<file path="config.mk">
export PLATFORM = sky130hd
export DESIGN_NAME = pmst_ram
export DESIGN_NICKNAME = d
export VERILOG_FILES = /design/src/hw/rtl/prim_minimum_spanning_tree_unit_macros.svh /design/src/hw/rtl/pmst_ram.sv
export SDC_FILE = /design/constraint.sdc
export NUM_CORES = 1
export LEC_CHECK = 0
export ABC_AREA = 1
export BUFFER_PORTS_ARGS = -buffer_cell sky130_fd_sc_hd__buf_2
export CAP_MARGIN = 20
export CORE_MARGIN = 8
export CORE_UTILIZATION = 49
export CTS_BUF_LIST = sky130_fd_sc_hd__clkbuf_2 sky130_fd_sc_hd__clkbuf_4 sky130_fd_sc_hd__clkbuf_8
export DETAILED_ROUTE_END_ITERATION = 8
export GPL_TIMING_DRIVEN = 0
export PLACE_DENSITY = 0.66
export SLEW_MARGIN = 5
export SYNTH_ARGS = -nofsm -noshare
export SYNTH_HDL_FRONTEND = slang
export SYNTH_SLANG_ARGS = --single-unit
</file>
<file path="constraint.sdc">
create_clock -name clk -period 2.7 [get_ports clk]
set_clock_uncertainty 0.05 [all_clocks]
set_input_delay 0.54 -clock clk [delete_from_list [all_inputs] [get_ports clk]]
set_output_delay 0.54 -clock clk [all_outputs]
set_load 0.01 [all_outputs]
</file>
<file path="src/hw/rtl/prim_minimum_spanning_tree_unit_macros.svh">
// Assertion macros shared by the spanning tree unit RTL.
`ifndef PRIM_MINIMUM_SPANNING_TREE_UNIT_MACROS_SVH
`define PRIM_MINIMUM_SPANNING_TREE_UNIT_MACROS_SVH

// Checks that the consequent holds in the same cycle as the antecedent.
`define PMST_ASSERT_IMP(label, ante, cons, msg) \
    label: assert property (@(posedge clk) disable iff (!rst_n) (ante) |-> (cons)) \
        else $error(msg);

// Checks that the consequent holds in the cycle after the antecedent.
`define PMST_ASSERT_NEXT(label, ante, cons, msg) \
    label: assert property (@(posedge clk) disable iff (!rst_n) (ante) |=> (cons)) \
        else $error(msg);

`endif

</file>
<file path="src/hw/rtl/pmst_ram.sv">
// Generic simple dual port RAM with one write port and a registered read port.
module pmst_ram #(
    parameter int WIDTH = 8,
    parameter int DEPTH = 16
) (
    input  logic                     clk,
    input  logic                     we,
    input  logic [$clog2(DEPTH)-1:0] waddr,
    input  logic [WIDTH-1:0]         wdata,
    input  logic                     re,
    input  logic [$clog2(DEPTH)-1:0] raddr,
    output logic [WIDTH-1:0]         rdata
);

    logic [WIDTH-1:0] mem [DEPTH];

    always_ff @(posedge clk)
    begin
        if (we)
        begin
            mem[waddr] <= wdata;
        end
        if (re)
        begin
            rdata <= mem[raddr];
        end
    end

endmodule

</file>
After elaboration in Yosys (flattened, before gate mapping)
Memories as Yosys holds them, arrays and structs flattened. A register that Yosys moved wholly into a read port is not among the register bits. Index checks and enable logic that the tools add are counted.

Multiply operators: 0. Order comparisons: 0. Reduce and logical (&&, ||, !) cells: 0. Equal/unequal tests: 0. $add $sub $neg: 0. Shifts and indexed selects: 0. Multiplexer cells: 2. Div/mod/pow operators: 0. Bitwise logic cells: 0.

Operators by type and width (count): $mux W1 (2).

Logic and storage cells: 3. Memory bits (writable): 128. Input port bits: 19. Register bits: 0. Bits in latches: 0. Output and inout bits: 8. Memories: 1. Bits in read-only memories: 0.

Memories: mem (depth 16, bits a word 8, read ports 1, clocked after memory_dff 1, write ports 1, line pmst_ram.sv:15) `logic [WIDTH-1:0] mem [DEPTH];`.

Depth between registers and ports, before layout
Depth in word-level cells: 2. Gate-level depth with buffers: 8.

Worst setup path before layout
OpenSTA, ideal clock, no wires.

Kind: in2reg. Start: input port waddr[2]. End: memory mem[10][0], enable pin. Stages: 2. Buffers on the path: 0. Setup time: 0.370 ns. Arrival time: 1.121 ns. Setup slack: 1.159 ns. Cell sequence: nand3b_1 nor2_1.

RTL lines: from (decl) (line pmst_ram.sv:8) `input logic [$clog2(DEPTH)-1:0] waddr,`; to (decl) (line pmst_ram.sv:15).

Straight into the memory's write port.

Final worst setup path
Start: input port waddr[3]. End: memory mem[7][5], enable pin.

Straight into the memory's write port.

==> impl_metrics.env <==
export IMPL_nFillCells=1003
export IMPL_gp_congestion=0.8443
export IMPL_syn_to_final_growth_pct=11.36
export IMPL_ff2ff_setup_slack_ns=1.42
export IMPL_cts_tree="built"
export IMPL_relSlewSlack=0.2994
export IMPL_cp_start_kind="input pin"
export IMPL_clockBufferDepth=2
export IMPL_routed_via_density=5.157
export IMPL_ys_ff_latch=136
export IMPL_p_sw_mw=0.9797
export IMPL_globalRouteTotalUtil=0.1804
export IMPL_p_leak_nw=2.810
export IMPL_path_delay_family="simple AND/OR/NAND/NOR gates"
export IMPL_critical_path_max_stage_delay_ns=0.82
export IMPL_numCtsBuffers=17
export IMPL_whs_endpoint="rdata[1]$_DFFE_PP_"
export IMPL_seqPwrFrac=0.559
export IMPL_swShare=0.2293
export IMPL_p_per_area_nw_per_um2=656.3
export IMPL_start_util=0.4950
export IMPL_first_pass_iters=6
export IMPL_period_share=0.6310
export IMPL_cp_depth=3
export IMPL_grt_ovfl_total=0
export IMPL_setup_violations=0
export IMPL_timing_hold_ws_ns=0.4152
export IMPL_r2r_end="rdata[3]$_DFFE_PP_"
export IMPL_power_internal_mw=3.294
export IMPL_layout_common_cells="nand2_1, edfxtp_1, inv_1"
export IMPL_ant_nets=0
export IMPL_grt_max_degree=17
export IMPL_cts_root_buf="clkbuf_8"
export IMPL_fin_setup_tns_ns=0
export IMPL_drt_wl_total_um=13940
export IMPL_first_global_vias=3727
export IMPL_crit_type="input pin to flop"
export IMPL_place_detailed_hpwl_um=9014
export IMPL_syn_nets=570
export IMPL_die_y_um=125.2
export IMPL_final_max_slew_violation_count=0
export IMPL_clkTransAtPathRegs_ns=0.07
export IMPL_grt_setup_unrepaired="no"
export IMPL_hp_start="re"
export IMPL_clk_latency_ns=0.44
export IMPL_syn_instance_count=551
export IMPL_combPwrFrac=0.072
export IMPL_final_util=0.5513
export IMPL_vdd_drop_max_mv=0.2759
export IMPL_hold_viol=0
export IMPL_syn_area_um2=5847
export IMPL_r2r_start="mem[1][3]$_DFFE_PP_"
export IMPL_reg2regPathDepth=6
export IMPL_period_minus_slack_ns=1.704
export IMPL_hold_path_class="input pin to flop"
export IMPL_cts_hold_buf=0
export IMPL_cp_end_kind="flop"
export IMPL_fmax_mhz=587.0
export IMPL_antenna_found_initial=0
export IMPL_avgRoutedWirePerCell_um=18.51
export IMPL_worst_pin_slew_ns=1.047
export IMPL_p_clk_frac=0.369
export IMPL_cap_violations=0
export IMPL_vias=3883
export IMPL_cts_repair_resized=0
export IMPL_fin_nets=612
export IMPL_cp_cell_sequence="buf_2 > nand3b_1 > nor2_1"
export IMPL_critical_path_arrival_ns=1.71
export IMPL_dr_first_iter_drc_count=568
export IMPL_die_w_um=125.2
export IMPL_ys_warn_count=0
export IMPL_worst_path_max_fanout=8
export IMPL_antenna_cells=0
export IMPL_required_ns=2.70
export IMPL_worst_path_max_delay_cell="nor2_1"
export IMPL_layout_drive_gt1_share=0.1238
export IMPL_dp_cells=721
export IMPL_holdPathStages=1
export IMPL_avgSynthCellArea_um2=10.61
export IMPL_core_area_um2=11810
export IMPL_htree_levels=4
export IMPL_seq_area_frac_synth=0.6985
export IMPL_status="completed"
export IMPL_drc=0
export IMPL_grt_pass1_wl_um=21200
export IMPL_ys_types=11
export IMPL_cts_sinks=136
export IMPL_postCtsSetupBuffers=0
export IMPL_fin_cells=753
export IMPL_layout_commonest_cell="nand2_1"
export IMPL_rows=40
export IMPL_cp_buffers_inverters=1
export IMPL_port_buffers=23
export IMPL_pin_count=27
export IMPL_dieArea_um2=15680
-- per-stage QoR --
stage / worst slack (ns) / instance area (um^2) / power, mW
4_1_cts: 1.033 / 6511 / 4.280
2_1_floorplan: 1.159 / 5847 / 2.605
3_3_place_gp: 0.5705 / 6146 / 2.730
6_report: 0.9963 / 6511 / 4.273
3_5_place_dp: 0.5639 / 6146 / 2.739
5_1_grt: 0.9377 / 6511 / 4.387
-- flip-flops by register name, summed over array words and instances, names as in the netlist --
signal	count
rdata	8
mem	128
-- synth_stat cells (all sizes together) --
| cell type | instances | area share |
|---|---|---|
| buf | 24 | 0.028 |
| edfxtp | 136 | 0.70 |
| inv | 102 | 0.065 |
| nand2 | 173 | 0.11 |
| nand3 | 97 | 0.083 |
| nand3b | 2 | 0.0026 |
| nor2 | 17 | 0.011 |
-- worst max-delay path by stage --
stage	start	endpoint	slack [ns]
2_1_floorplan	waddr[2]	mem[10][0]$_DFFE_PP_	1.16
3_3_place_gp	waddr[3]	mem[7][0]$_DFFE_PP_	0.57
3_5_place_dp	waddr[1]	mem[13][6]$_DFFE_PP_	0.56
4_1_cts	waddr[3]	mem[7][7]$_DFFE_PP_	1.03
5_1_grt	waddr[1]	mem[13][0]$_DFFE_PP_	0.94
6_report	waddr[3]	mem[7][5]$_DFFE_PP_	1.0
-- layout make-up --
class | instances | area (um^2) | area share
multi-input combinational | 289 | 1214 | 0.1864
buffer | 24 | 166.4 | 0.02556
clock inverter | 12 | 108.9 | 0.01672
inverter | 102 | 382.9 | 0.05880
tap | 147 | 183.9 | 0.02825
sequential | 136 | 4084 | 0.6272
clock buffer | 20 | 256.5 | 0.03939
timing repair buffer | 23 | 115.1 | 0.01768
-- layer usage --
metal	global-route usage	vias up	share of wire
met2	0.2803	204	0.46
met4	0.06948	0	0.019
met3	0.05185	29	0.10
met5	0	-	0
li1	-	1860	-
met1	0.2346	1790	0.42
-- power by group through the flow --
stage          combinational, mW  clock [mW]  sequential, mW
2_1_floorplan              0.167           0            2.44
4_1_cts                    0.306        1.59            2.39
3_5_place_dp               0.305           0            2.43
5_1_grt                    0.338        1.66            2.39
3_3_place_gp               0.298           0            2.43
6_report                   0.309        1.58            2.39
-- logic make-up (layout without fill, tap and decap cells) --
family | count (synthesis) | after routing | share of synthesized area
buffers and inverters | 126 | 181 | 0.09394
flip-flops | 136 | 136 | 0.6985
AND/OR/NAND/NOR | 289 | 289 | 0.2076
-- worst reg2reg max path, stage by stage, from the launching register on --
cell	delay, ns
edfxtp_1	0.39
inv_1	0.06
nand2_1	0.06
nand3_1	0.10
nand3_1	0.14
nand3_1	0.16
nand2_1	0.08
No activity file was read; power rests on OpenSTA's default activity.
